<file path="config.mk">
export PLATFORM = sky130hd
export DESIGN_NAME = integer_to_ascii_dec_hex
export DESIGN_NICKNAME = d
export VERILOG_FILES = /design/src/design/itad_pkg.sv /design/src/design/itad_digit_unit.sv /design/src/design/integer_to_ascii_dec_hex.sv
export SDC_FILE = /design/constraint.sdc
export NUM_CORES = 1
export LEC_CHECK = 0
export ABC_AREA = 1
export BUFFER_PORTS_ARGS = -buffer_cell sky130_fd_sc_hd__buf_2
export CAP_MARGIN = 40
export CORE_MARGIN = 3
export CORE_UTILIZATION = 63
export DETAILED_ROUTE_END_ITERATION = 6
export PLACE_DENSITY = 0.82
export SETUP_SLACK_MARGIN = 0.02
export SYNTH_ARGS = -nofsm -noshare
export SYNTH_HDL_FRONTEND = slang
export SYNTH_SLANG_ARGS = --single-unit
</file>
<file path="constraint.sdc">
create_clock -name clock -period 7.5 [get_ports clock]
set_clock_uncertainty 0.1 [all_clocks]
set_input_delay 1.5 -clock clock [delete_from_list [all_inputs] [get_ports clock]]
set_output_delay 1.5 -clock clock [all_outputs]
set_load 0.005 [all_outputs]
</file>
<file path="src/design/itad_pkg.sv">
// itad_pkg: shared types and constants for the integer to ascii converter
// no dependencies; imported by itad_digit_unit, integer_to_ascii_dec_hex and tb
`default_nettype none

package itad_pkg;

   localparam int NumDigits  = 20;
   localparam int DigitWidth = 4;
   localparam int DigWidth   = NumDigits * DigitWidth;
   localparam int ValWidth   = 64;
   localparam int CntWidth   = 5;

   localparam logic [1:0] ACT_UDEC   = 2'd0;
   localparam logic [1:0] ACT_SDEC   = 2'd1;
   localparam logic [1:0] ACT_HEXMIN = 2'd2;
   localparam logic [1:0] ACT_HEX16  = 2'd3;

   localparam logic [7:0] CHAR_MINUS = 8'h2d;
   localparam logic [7:0] CHAR_ZERO  = 8'h30;

   typedef enum logic [2:0] {
      CMD_HOLD,
      CMD_LOAD_DEC,
      CMD_LOAD_HEX,
      CMD_DABBLE,
      CMD_SHIFT
   } itad_cmd_type;

   typedef struct packed {
      itad_cmd_type          op;
      logic [ValWidth-1:0]   data;
   } itad_ctl_type;

   typedef struct packed {
      logic [DigitWidth-1:0] top_digit;
      logic                  top_zero;
   } itad_stat_type;

   // lowercase hex digit set
   function automatic logic [7:0] digit_char(input logic [DigitWidth-1:0] d);
      logic [7:0] c;
      if (d < 4'd10) begin
         c = CHAR_ZERO + {4'd0, d};
      end else begin
         c = 8'h57 + {4'd0, d};
      end
      return c;
   endfunction

endpackage

`default_nettype wire

</file>
<file path="src/design/itad_digit_unit.sv">
// itad_digit_unit: 20-digit register with a per-digit shift-and-add-3 step
// depends on itad_pkg; driven by the sequencer in integer_to_ascii_dec_hex
`default_nettype none

module itad_digit_unit
   import itad_pkg::*;
(
   input  logic          clock,
   input  itad_ctl_type  ctl,
   output itad_stat_type stat
);

   logic [DigWidth-1:0] dig_ff, dig_in;
   logic [ValWidth-1:0] bin_ff, bin_in;
   logic [DigWidth-1:0] adj;

   // add 3 to every digit of 5 or more before the doubling shift
   always_comb begin
      for (int i = 0; i < NumDigits; i++) begin
         if (dig_ff[i*DigitWidth +: DigitWidth] >= 4'd5) begin
            adj[i*DigitWidth +: DigitWidth] = dig_ff[i*DigitWidth +: DigitWidth] + 4'd3;
         end else begin
            adj[i*DigitWidth +: DigitWidth] = dig_ff[i*DigitWidth +: DigitWidth];
         end
      end
   end

   always_comb begin
      dig_in = dig_ff;
      bin_in = bin_ff;
      unique case (ctl.op)
         CMD_HOLD: begin
         end
         CMD_LOAD_DEC: begin
            dig_in = '0;
            bin_in = ctl.data;
         end
         CMD_LOAD_HEX: begin
            dig_in = {{(DigWidth-ValWidth){1'b0}}, ctl.data};
         end
         CMD_DABBLE: begin
            dig_in = {adj[DigWidth-2:0], bin_ff[ValWidth-1]};
            bin_in = {bin_ff[ValWidth-2:0], 1'b0};
         end
         CMD_SHIFT: begin
            dig_in = {dig_ff[DigWidth-DigitWidth-1:0], {DigitWidth{1'b0}}};
         end
         default: begin
         end
      endcase
   end

   always_ff @(posedge clock) begin
      dig_ff <= dig_in;
      bin_ff <= bin_in;
   end

   assign stat.top_digit = dig_ff[DigWidth-1 -: DigitWidth];
   assign stat.top_zero  = (dig_ff[DigWidth-1 -: DigitWidth] == '0);

endmodule

`default_nettype wire

</file>
<file path="src/design/integer_to_ascii_dec_hex.sv">
// integer_to_ascii_dec_hex: top level, sequencer and output register
// depends on itad_pkg and itad_digit_unit
//
// Usage: one number is taken on the req_ channel (req_value, req_action,
// req_wide) and leaves as ASCII characters on the rsp_ channel, most
// significant first, rsp_last_char high on the final one.
// Decimal modes convert with a shift-and-add-3 step, one operand bit a
// cycle, over 32 bits for a narrow operand and 64 for a wide one. Hex
// modes load the digit register directly. Leading zero digits are then
// dropped at one per cycle (up to 19, exactly 4 for sixteen-digit hex),
// the first digit is found, then a minus sign goes out if the number is
// negative, then each character, waiting while the receiver stalls.
// The next number can be taken in the cycle after the last character has
// entered the output register. req_ready is low from acceptance until the
// last character has entered the output register, so one number is in work
// at a time.
// The output register holds a character until rsp_ready takes it; while
// the receiver stalls the sequencer waits. A finished character may still
// wait there while the next number is accepted.
// Reset (synchronous) empties the output register and returns to idle.
`default_nettype none

module integer_to_ascii_dec_hex
   import itad_pkg::*;
(
   input  logic                clock,
   input  logic                reset,
   input  logic                req_valid,
   output logic                req_ready,
   input  logic [ValWidth-1:0] req_value,
   input  logic [1:0]          req_action,
   input  logic                req_wide,
   output logic                rsp_valid,
   input  logic                rsp_ready,
   output logic [7:0]          rsp_out_char,
   output logic                rsp_last_char
);

   typedef enum logic [2:0] {
      ST_IDLE,
      ST_CONV,
      ST_SKIP,
      ST_SIGN,
      ST_EMIT
   } state_type;

   state_type           state_ff, state_in;
   logic [5:0]          iter_ff, iter_in;
   logic [CntWidth-1:0] cnt_ff, cnt_in;
   logic [CntWidth-1:0] keep_ff, keep_in;
   logic                neg_ff, neg_in;
   logic                hex_ff, hex_in;
   logic                vld_ff, vld_in;
   logic [7:0]          char_ff, char_in;
   logic                last_ff, last_in;

   itad_ctl_type        ctl;
   itad_stat_type       stat;

   logic                slot_free;
   logic                accept;
   logic                neg_w, neg_n;
   logic [ValWidth-1:0] mag_w;
   logic [31:0]         mag_n;
   logic [ValWidth-1:0] dec_load;

   itad_digit_unit u_digits (
      .clock (clock),
      .ctl   (ctl),
      .stat  (stat)
   );

   assign slot_free = !vld_ff || rsp_ready;
   assign req_ready = (state_ff == ST_IDLE);
   assign accept    = req_valid && req_ready;

   // magnitude; the most negative value negates to itself as unsigned
   assign neg_w    = (req_action == ACT_SDEC) && req_value[ValWidth-1];
   assign neg_n    = (req_action == ACT_SDEC) && req_value[31];
   assign mag_w    = neg_w ? (~req_value + 64'd1) : req_value;
   assign mag_n    = neg_n ? (~req_value[31:0] + 32'd1) : req_value[31:0];
   // narrow operand sits in the top half so only 32 steps are needed
   assign dec_load = req_wide ? mag_w : {mag_n, 32'd0};

   always_comb begin
      state_in = state_ff;
      iter_in  = iter_ff;
      cnt_in   = cnt_ff;
      keep_in  = keep_ff;
      neg_in   = neg_ff;
      hex_in   = hex_ff;
      vld_in   = vld_ff && !rsp_ready;
      char_in  = char_ff;
      last_in  = last_ff;
      ctl.op   = CMD_HOLD;
      ctl.data = dec_load;

      unique case (state_ff)
         ST_IDLE: begin
            if (accept) begin
               cnt_in = CntWidth'(NumDigits);
               if (req_action == ACT_UDEC || req_action == ACT_SDEC) begin
                  ctl.op   = CMD_LOAD_DEC;
                  neg_in   = req_wide ? neg_w : neg_n;
                  hex_in   = 1'b0;
                  keep_in  = CntWidth'(1);
                  iter_in  = req_wide ? 6'd63 : 6'd31;
                  state_in = ST_CONV;
               end else begin
                  ctl.op   = CMD_LOAD_HEX;
                  ctl.data = req_wide ? req_value : {32'd0, req_value[31:0]};
                  neg_in   = 1'b0;
                  hex_in   = 1'b1;
                  keep_in  = (req_action == ACT_HEX16) ? CntWidth'(16) : CntWidth'(1);
                  state_in = ST_SKIP;
               end
            end
         end
         ST_CONV: begin
            ctl.op  = CMD_DABBLE;
            iter_in = iter_ff - 6'd1;
            if (iter_ff == '0) begin
               state_in = ST_SKIP;
            end
         end
         ST_SKIP: begin
            if (stat.top_zero && cnt_ff > keep_ff) begin
               ctl.op = CMD_SHIFT;
               cnt_in = cnt_ff - CntWidth'(1);
            end else if (neg_ff) begin
               state_in = ST_SIGN;
            end else begin
               state_in = ST_EMIT;
            end
         end
         ST_SIGN: begin
            if (slot_free) begin
               vld_in   = 1'b1;
               char_in  = CHAR_MINUS;
               last_in  = 1'b0;
               state_in = ST_EMIT;
            end
         end
         ST_EMIT: begin
            if (slot_free) begin
               ctl.op  = CMD_SHIFT;
               vld_in  = 1'b1;
               char_in = digit_char(stat.top_digit);
               last_in = (cnt_ff == CntWidth'(1));
               cnt_in  = cnt_ff - CntWidth'(1);
               if (cnt_ff == CntWidth'(1)) begin
                  state_in = ST_IDLE;
               end
            end
         end
         default: begin
            state_in = ST_IDLE;
         end
      endcase
   end

   always_ff @(posedge clock) begin
      if (reset) begin
         state_ff <= ST_IDLE;
         vld_ff   <= 1'b0;
      end else begin
         state_ff <= state_in;
         vld_ff   <= vld_in;
      end
      iter_ff <= iter_in;
      cnt_ff  <= cnt_in;
      keep_ff <= keep_in;
      neg_ff  <= neg_in;
      hex_ff  <= hex_in;
      char_ff <= char_in;
      last_ff <= last_in;
   end

   assign rsp_valid     = vld_ff;
   assign rsp_out_char  = char_ff;
   assign rsp_last_char = last_ff;

   // checks

   a_busy_after_accept: assert property (@(posedge clock) disable iff (reset)
      req_valid && req_ready |=> !req_ready)
      else $error("accepted a number while another was still in work");

   a_count_nonzero: assert property (@(posedge clock) disable iff (reset)
      (state_ff == ST_SKIP || state_ff == ST_EMIT) |-> cnt_ff != '0)
      else $error("digit count ran out before the final character");

   a_final_char: assert property (@(posedge clock) disable iff (reset)
      state_ff == ST_EMIT && slot_free && cnt_ff == CntWidth'(1)
      |=> state_ff == ST_IDLE && rsp_valid && rsp_last_char)
      else $error("final character not flagged or sequencer not idle");

   a_decimal_digit: assert property (@(posedge clock) disable iff (reset)
      state_ff == ST_EMIT && !hex_ff |-> stat.top_digit < 4'd10)
      else $error("decimal conversion produced a digit above nine");

endmodule

`default_nettype wire

</file>
==> impl_metrics.json, run 1 <==
{
  "critPathTopFamily": "buffers and inverters",
  "rsz0062_at_grt": "false",
  "worstPathRequired_ns": 7.58,
  "cts_resized": 0,
  "hold_start": "state_ff[1]",
  "cap_violations": 0,
  "p_total_mw": 4.99,
  "timing.rr.end": "u_digits.dig_ff[18]",
  "clk_latency_ns": 0.44,
  "overflow": 0,
  "die_w_um": 151,
  "max_freq_mhz": 240,
  "post_cts_buffers": 0,
  "via_per_inst": 6.19,
  "synth_fp_nets": 1926,
  "numCtsBuffers": 17,
  "dp_hpwl_mm": 30.1,
  "final_antenna_net_count": 0,
  "timing.hold.ws_ns": 0.394,
  "syn_area_um2": 13200,
  "grt_pass1_vias": 12200,
  "dr.first_iter.drc_count": 1934,
  "initial_core_util_pct": 64.6,
  "antenna_found_initial": 0,
  "crit_fanout": 70,
  "rows": 52,
  "drive_gt1_share_pct": 11.1,
  "cp.arrival_ns": 4.25,
  "worstPathCellList": "buf_2 -> inv_2 -> nand2_1 -> inv_2 -> nand2_2 -> inv_2 -> buf_4 -> o21ai_2 -> nand3_1 -> o221ai_1 -> nand2_1 -> nand3_1",
  "syn_avg_cell_area_um2": 7.30,
  "leakagePower_nw": 6.20,
  "finalCriticalPeriod_ns": 4.17,
  "critPathLaunchType": "primary input",
  "most-common-layout-cells": "555 x nand2_1, 208 x inv_1, 167 x nor2_1, 166 x edfxtp_1, 140 x nand3_1",
  "holdPathEnd": "state_ff[1]",
  "synth-edff-count": 166,
  "worstHoldPathType": "reg2reg",
  "final_core_util_pct": 70.3,
  "irDropWorstVdd_v": 0.000282,
  "r2r_setup_slack_ns": 4.10,
  "cts_max_path_buffers": 2,
  "cpMaxStageDelayCell": "buf_4",
  "path_class": "in2reg",
  "hold_buffers": 0,
  "syn_inst": 1807,
  "die-height_um": 151,
  "crit_top_cell": "inv_2",
  "reg2reg_depth": 12,
  "ctsHtreeMaxLevel": 4,
  "fin_tns_setup_ns": 0,
  "synth_warnings": 0,
  "port_buffers": 80,
  "clk_pin_slew_worst_paths_ns": 0.07,
  "cts.sinks": 170,
  "syn_to_final_growth_pct": 8.82,
  "ios": 82,
  "finalHoldViolCount": 0,
  "ys_seq_elements": 170,
  "final_common_cell": "nand2_1",
  "nets": 1969,
  "diodes": 0,
  "crit_buf_inv": 5,
  "holdPathStages": 2,
  "gp_congestion": 1.02,
  "relSlewSlack_pct": 38.9,
  "die_area_um2": 22700,
  "clock_tree.root_cell": "clkbuf_16",
  "firstDrtPassIters": 6,
  "r2r-start": "cnt_ff[0]",
  "drc": 0,
  "tritoncts": "yes",
  "worst_slew_pin_slew_ns": 0.905,
  "wl_per_cell_um": 19.7,
  "crit_path_end_kind": "flop",
  "setup_viol": 0,
  "slew_violations": 0,
  "vias": 13200,
  "synthDistinctLibCells": 51,
  "ys_seq_area_share_pct": 38.4,
  "ys_async_sr_fraction_pct": 0,
  "finalWirelength_mm": 42.1,
  "coreArea_um2": 20400,
  "fin_crit_sh_pct": 55.6,
  "p_per_area_nw_per_um2": 348,
  "status": "complete, no violations",
  "grt_pass1_wl_mm": 65.7,
  "grt_use_total_pct": 37.4,
  "crit_path_max_incr_delay_ns": 0.67,
  "grt_max_degree": 71,
  "ys.flop_type": "edfxtp_1"
}
-- worst reg2reg max path, stage by stage, from the launching register on --
cell and delay (ns):
edfxtp_1 0.42, inv_1 0.12, ha_1 0.26, o211ai_1 0.18, nand2_1 0.07, nand2_1 0.07
nand4_2 0.15, o21ai_2 0.11, buf_4 0.39, inv_2 0.34, nand4_1 0.16, buf_4 0.29
buf_16 0.33
-- sequential cells by signal (all words and copies together), names as in the netlist --
name	flops
cnt_ff	5
iter_ff	6
keep_ff	2
neg_ff	1
rsp_last_char	1
rsp_out_char	7
rsp_valid	1
state_ff	3
u_digits.bin_ff	64
u_digits.dig_ff	80
-- cell type report --
class                      instances  area (um2)
inverter                         217         817
timing repair buffer              94         533
fill                            1674        6070
tap                              270         338
clock inverter                    15         201
clock buffer                      17         425
sequential                       170        5060
multi-input combinational       1350        6980
-- where the power goes --
part / internal (mW) / switching [mW] / leakage [nW]
logic: 0.621 / 1.49 / 4.27
registers: 1.65 / 0.268 / 1.63
clock network: 0.512 / 0.455 / 0.299
total: 2.78 / 2.21 / 6.20
-- through the flow --
stage	setup WS (ns)	cells	area, um2
floorplan	1.84	1807	13200
global placement	3.08	2099	13700
detailed placement	2.99	2101	13700
CTS	3.42	2133	14400
global route	3.21	2133	14400
finish	3.33	2133	14400
-- logic make-up (layout without fill, tap and decap cells) --
family                     after synthesis  in the layout  share of synthesized area [%]
and+or+nand+nor                        924            924                           29.5
other                                    2              2                         0.0569
xor gates and xnor gates                25             25                           1.66
buffers and inverters                  287            343                           8.80
AOI/OAI and AO/OA                      351            351                           17.1
DFF                                    170            170                           38.4
adders and majority gates               48             48                           4.55
-- worst max-delay path by stage --
stage,cells after the start,endpoint,from
6_report,12,u_digits.dig_ff[32],req_action[1]
3_5_place_dp,12,u_digits.dig_ff[32],req_action[1]
3_3_place_gp,12,u_digits.dig_ff[32],req_action[1]
4_1_cts,12,u_digits.dig_ff[32],req_action[1]
2_1_floorplan,6,u_digits.dig_ff[0],rsp_ready
5_1_grt,12,u_digits.dig_ff[32],req_action[1]
-- cell usage after synthesis (all sizes together) (6+ instances only) --
master,number,area [um2]
o311ai,7,61.3
o211ai,38,365
ha,48,601
o22ai,9,56.3
o21ai,125,633
clkbuf,27,101
inv,217,815
nand3,141,718
o2111ai,7,61.3
nor2,189,827
xor2,23,201
nand2,575,2220
buf,43,245
nand3b,6,45.0
o221ai,27,287
edfxtp,166,4980
a21oi,108,541
o31ai,11,82.6
-- per-layer routing --
| metal | share of wire [%] | GRT usage [%] | vias up |
|---|---|---|---|
| met5 | 0 | 0 | - |
| met4 | 3.3 | 13.5 | 0 |
| met3 | 12 | 6.35 | 99 |
| met2 | 44 | 57.2 | 886 |
| met1 | 40 | 53.6 | 6056 |
| li1 | - | - | 6163 |
Power figures use the tool's default switching activity.
==> inputs of run 2 (changes only) <==
ABC_AREA = 0   (was 1)
CORE_UTILIZATION = 62   (was 63)
PLACE_DENSITY = 0.81   (was 0.82)
clock period = 4.37 ns   (was 7.5 ns; I/O delays follow)
==> run 2 against run 1 <==
Against the previous run:
- non-clock buffer count grew 11
- wire length shrank 20%
- flip-flop and latch count is the same
- largest cell class unchanged
- first-iteration DRC count shrank 14%
- global-route usage shrank 6.3 points
- worst hold slack gained 0.035 ns
- critical path depth shrank 3
- clock-buffer cell count grew 1
- combinational power grew 81%
==> impl_metrics.json, run 2 <==
{
  "cts_resized": 0,
  "comb_power_share_pct": 42.3,
  "clk_pin_slew_worst_paths_ns": 0.07,
  "syn_area_um2": 12000,
  "status": "complete, no violations",
  "drc": 0,
  "overflow": 0,
  "ys_seq_area_share_pct": 42.3,
  "final_core_util_pct": 70.2,
  "finalWirelength_mm": 33.6,
  "fin_cells": 1625,
  "routed.top_layer": "met5",
  "slew_violations": 0,
  "initial_core_util_pct": 63.6,
  "synth_fp_nets": 1430,
  "antenna_found_initial": 1,
  "p_per_area_nw_per_um2": 683,
  "ys_seq_elements": 170,
  "wl_met3_mm": 3.64,
  "nets": 1471,
  "numCtsBuffers": 17,
  "syn_inst": 1311,
  "synthDistinctLibCells": 74,
  "clk_latency_ns": 0.44,
  "worst_slew_pin_slew_ns": 0.897,
  "via_per_inst": 6.68,
  "cpMaxStageDelayCell": "or3b_2",
  "synth_area_leaders": "edfxtp_1 42%, ha_1 5.0%, o21ai_0 4.8%",
  "stdcell_area_um2": 13200,
  "hold_buffers": 0,
  "crit_buf_inv": 2,
  "worstHoldPathType": "reg2reg",
  "most-common-layout-cells": "166 x edfxtp_1, 141 x nand2_1, 115 x o21ai_0, 108 x a21oi_1, 104 x nor2_1",
  "p_total_mw": 9.02,
  "multiInputGateArea_um2": 6310,
  "dp_slack_ns": 0.714,
  "cp.arrival_ns": 3.37,
  "grt_use_total_pct": 31.1,
  "power_switching_mw": 3.75,
  "switching_share_pct": 41.6,
  "synth_warnings": 0,
  "yosys.cell_count.top_type": "edfxtp_1",
  "drive_gt1_share_pct": 11.9,
  "die-height_um": 145,
  "synthTopCellsByCount": "166 x edfxtp_1, 141 x nand2_1, 116 x o21ai_0, 108 x a21oi_1, 104 x nor2_1",
  "internal_power_mw": 5.26,
  "grt_pass1_wl_mm": 53.0,
  "dr.first_iter.drc_count": 1669,
  "clock_tree.root_cell": "clkbuf_16",
  "dr_wl_met2_mm": 15.6,
  "synth_top_area_share_pct": 41.6,
  "crit_fanout": 12,
  "synth-edff-count": 166,
  "coreArea_um2": 18800,
  "final_common_cell": "edfxtp_1",
  "ys_async_sr_fraction_pct": 0,
  "critPathTopFamily": "simple AND/OR/NAND/NOR gates",
  "regMostFlops": "u_digits.dig_ff",
  "grt_pass1_vias": 10000,
  "vias": 10900,
  "firstDrtPassIters": 7,
  "share_seq_of_total_power_pct": 40.5,
  "regArea_um2": 5060,
  "synth_area_leader_cell": "edfxtp_1",
  "worstPathRequired_ns": 4.42,
  "gp_congestion": 0.969,
  "leakagePower_nw": 4.82,
  "syn_to_final_growth_pct": 10.2,
  "rows": 50,
  "worstPathCellList": "buf_2 -> inv_1 -> ha_1 -> or3b_2 -> nor4_4 -> nand3_2 -> o31ai_1 -> xor2_1 -> o221ai_1",
  "fin_crit_sh_pct": 75.9,
  "ys.flop_type": "edfxtp_1",
  "cts_max_path_buffers": 2,
  "setup_viol": 0,
  "layout_setup_ws_ns": 1.05,
  "final_antenna_net_count": 0,
  "final.fill_count": 1450,
  "timing.hold.ws_ns": 0.428,
  "dp_hpwl_mm": 23.4,
  "crit_path_max_incr_delay_ns": 0.54,
  "cts.sinks": 170,
  "path_class": "in2reg",
  "die_w_um": 145,
  "largest_reg_flops": 80,
  "clkPwrFrac_pct": 17.2,
  "diodes": 0,
  "met1_length_mm": 13.2,
  "finalCriticalPeriod_ns": 3.32,
  "fin_tns_setup_ns": 0,
  "place_inst": 1593,
  "irDropWorstVdd_v": 0.000447,
  "grt_max_degree": 117,
  "port_buffers": 80,
  "critPathLaunchType": "primary input",
  "crit_path_end_kind": "flop",
  "wl_per_cell_um": 20.7,
  "finalHoldViolCount": 0,
  "die_area_um2": 21000,
  "max_freq_mhz": 302,
  "syn_avg_cell_area_um2": 9.14,
  "place_area_um2": 12600,
  "ios": 82,
  "cap_violations": 0,
  "ctsHtreeMaxLevel": 4,
  "post_cts_buffers": 0,
  "rsz0062_at_grt": "false",
  "relSlewSlack_pct": 39.6,
  "tritoncts": "yes"
}
## run 2: cell types whose count changed after synthesis, sizes merged, moves of 24 or more
cell	delta
inv	-138
nand2b	+28
nor3	+25
o211ai	-31
nor2	-85
clkbuf	+42
nand2	-434
a222oi	+25
xnor2	+59
a221o	+29
or3	+24
nand3	-129
buf	-29
## run 2: layer usage
metal  global-route usage (%)  up-vias
li1                         -     4965
met1                     43.8     5108
met2                     49.4      692
met3                     4.31       84
met4                     11.8        2
met5                        0        -
## run 2: worst paths after layout
check / slack, ns / to / cells after the start / start
hold / removal: 0.43 / u_digits.bin_ff[16] / 2 / u_digits.bin_ff[15]
hold reg to reg: 0.43 / u_digits.bin_ff[16] / 2 / u_digits.bin_ff[15]
setup reg to reg: 1.31 / u_digits.bin_ff[41] / 6 / state_ff[0]
setup / recovery: 1.05 / u_digits.bin_ff[46] / 9 / req_value[0]
## run 2: layout make-up
| class | count | area share [%] |
|---|---|---|
| clock inverters | 14 | 1.24 |
| multi-input cells | 979 | 47.8 |
| clock buffers | 18 | 3.25 |
| inverters | 79 | 2.24 |
| repair buffers | 105 | 4.70 |
| well taps | 260 | 2.46 |
| flip-flops and latches | 170 | 38.3 |
## run 2: power by group through the flow
stage	sequential [mW]	clock [mW]	combinational, mW
floorplan	3.49	0	2.79
global placement	3.64	0	3.56
detailed placement	3.65	0	3.75
CTS	3.63	1.55	3.78
global route	3.75	1.62	4.25
finish	3.65	1.55	3.81
## run 2: logic make-up after synthesis
logic type	share of synthesized area [%]
adders and majority gates	5.01
and+or+nand+nor	18.3
buffers and inverters	5.37
DFF	42.3
muxes	0.439
xor gates and xnor gates	6.94
other	0.0627
AOI/OAI and AO/OA	21.7
## run 2: worst min-delay path, stage by stage (launching register included)
cell and delay [ns]:
edfxtp_1 0.32, nand2_1 0.04, o21ai_0 0.06
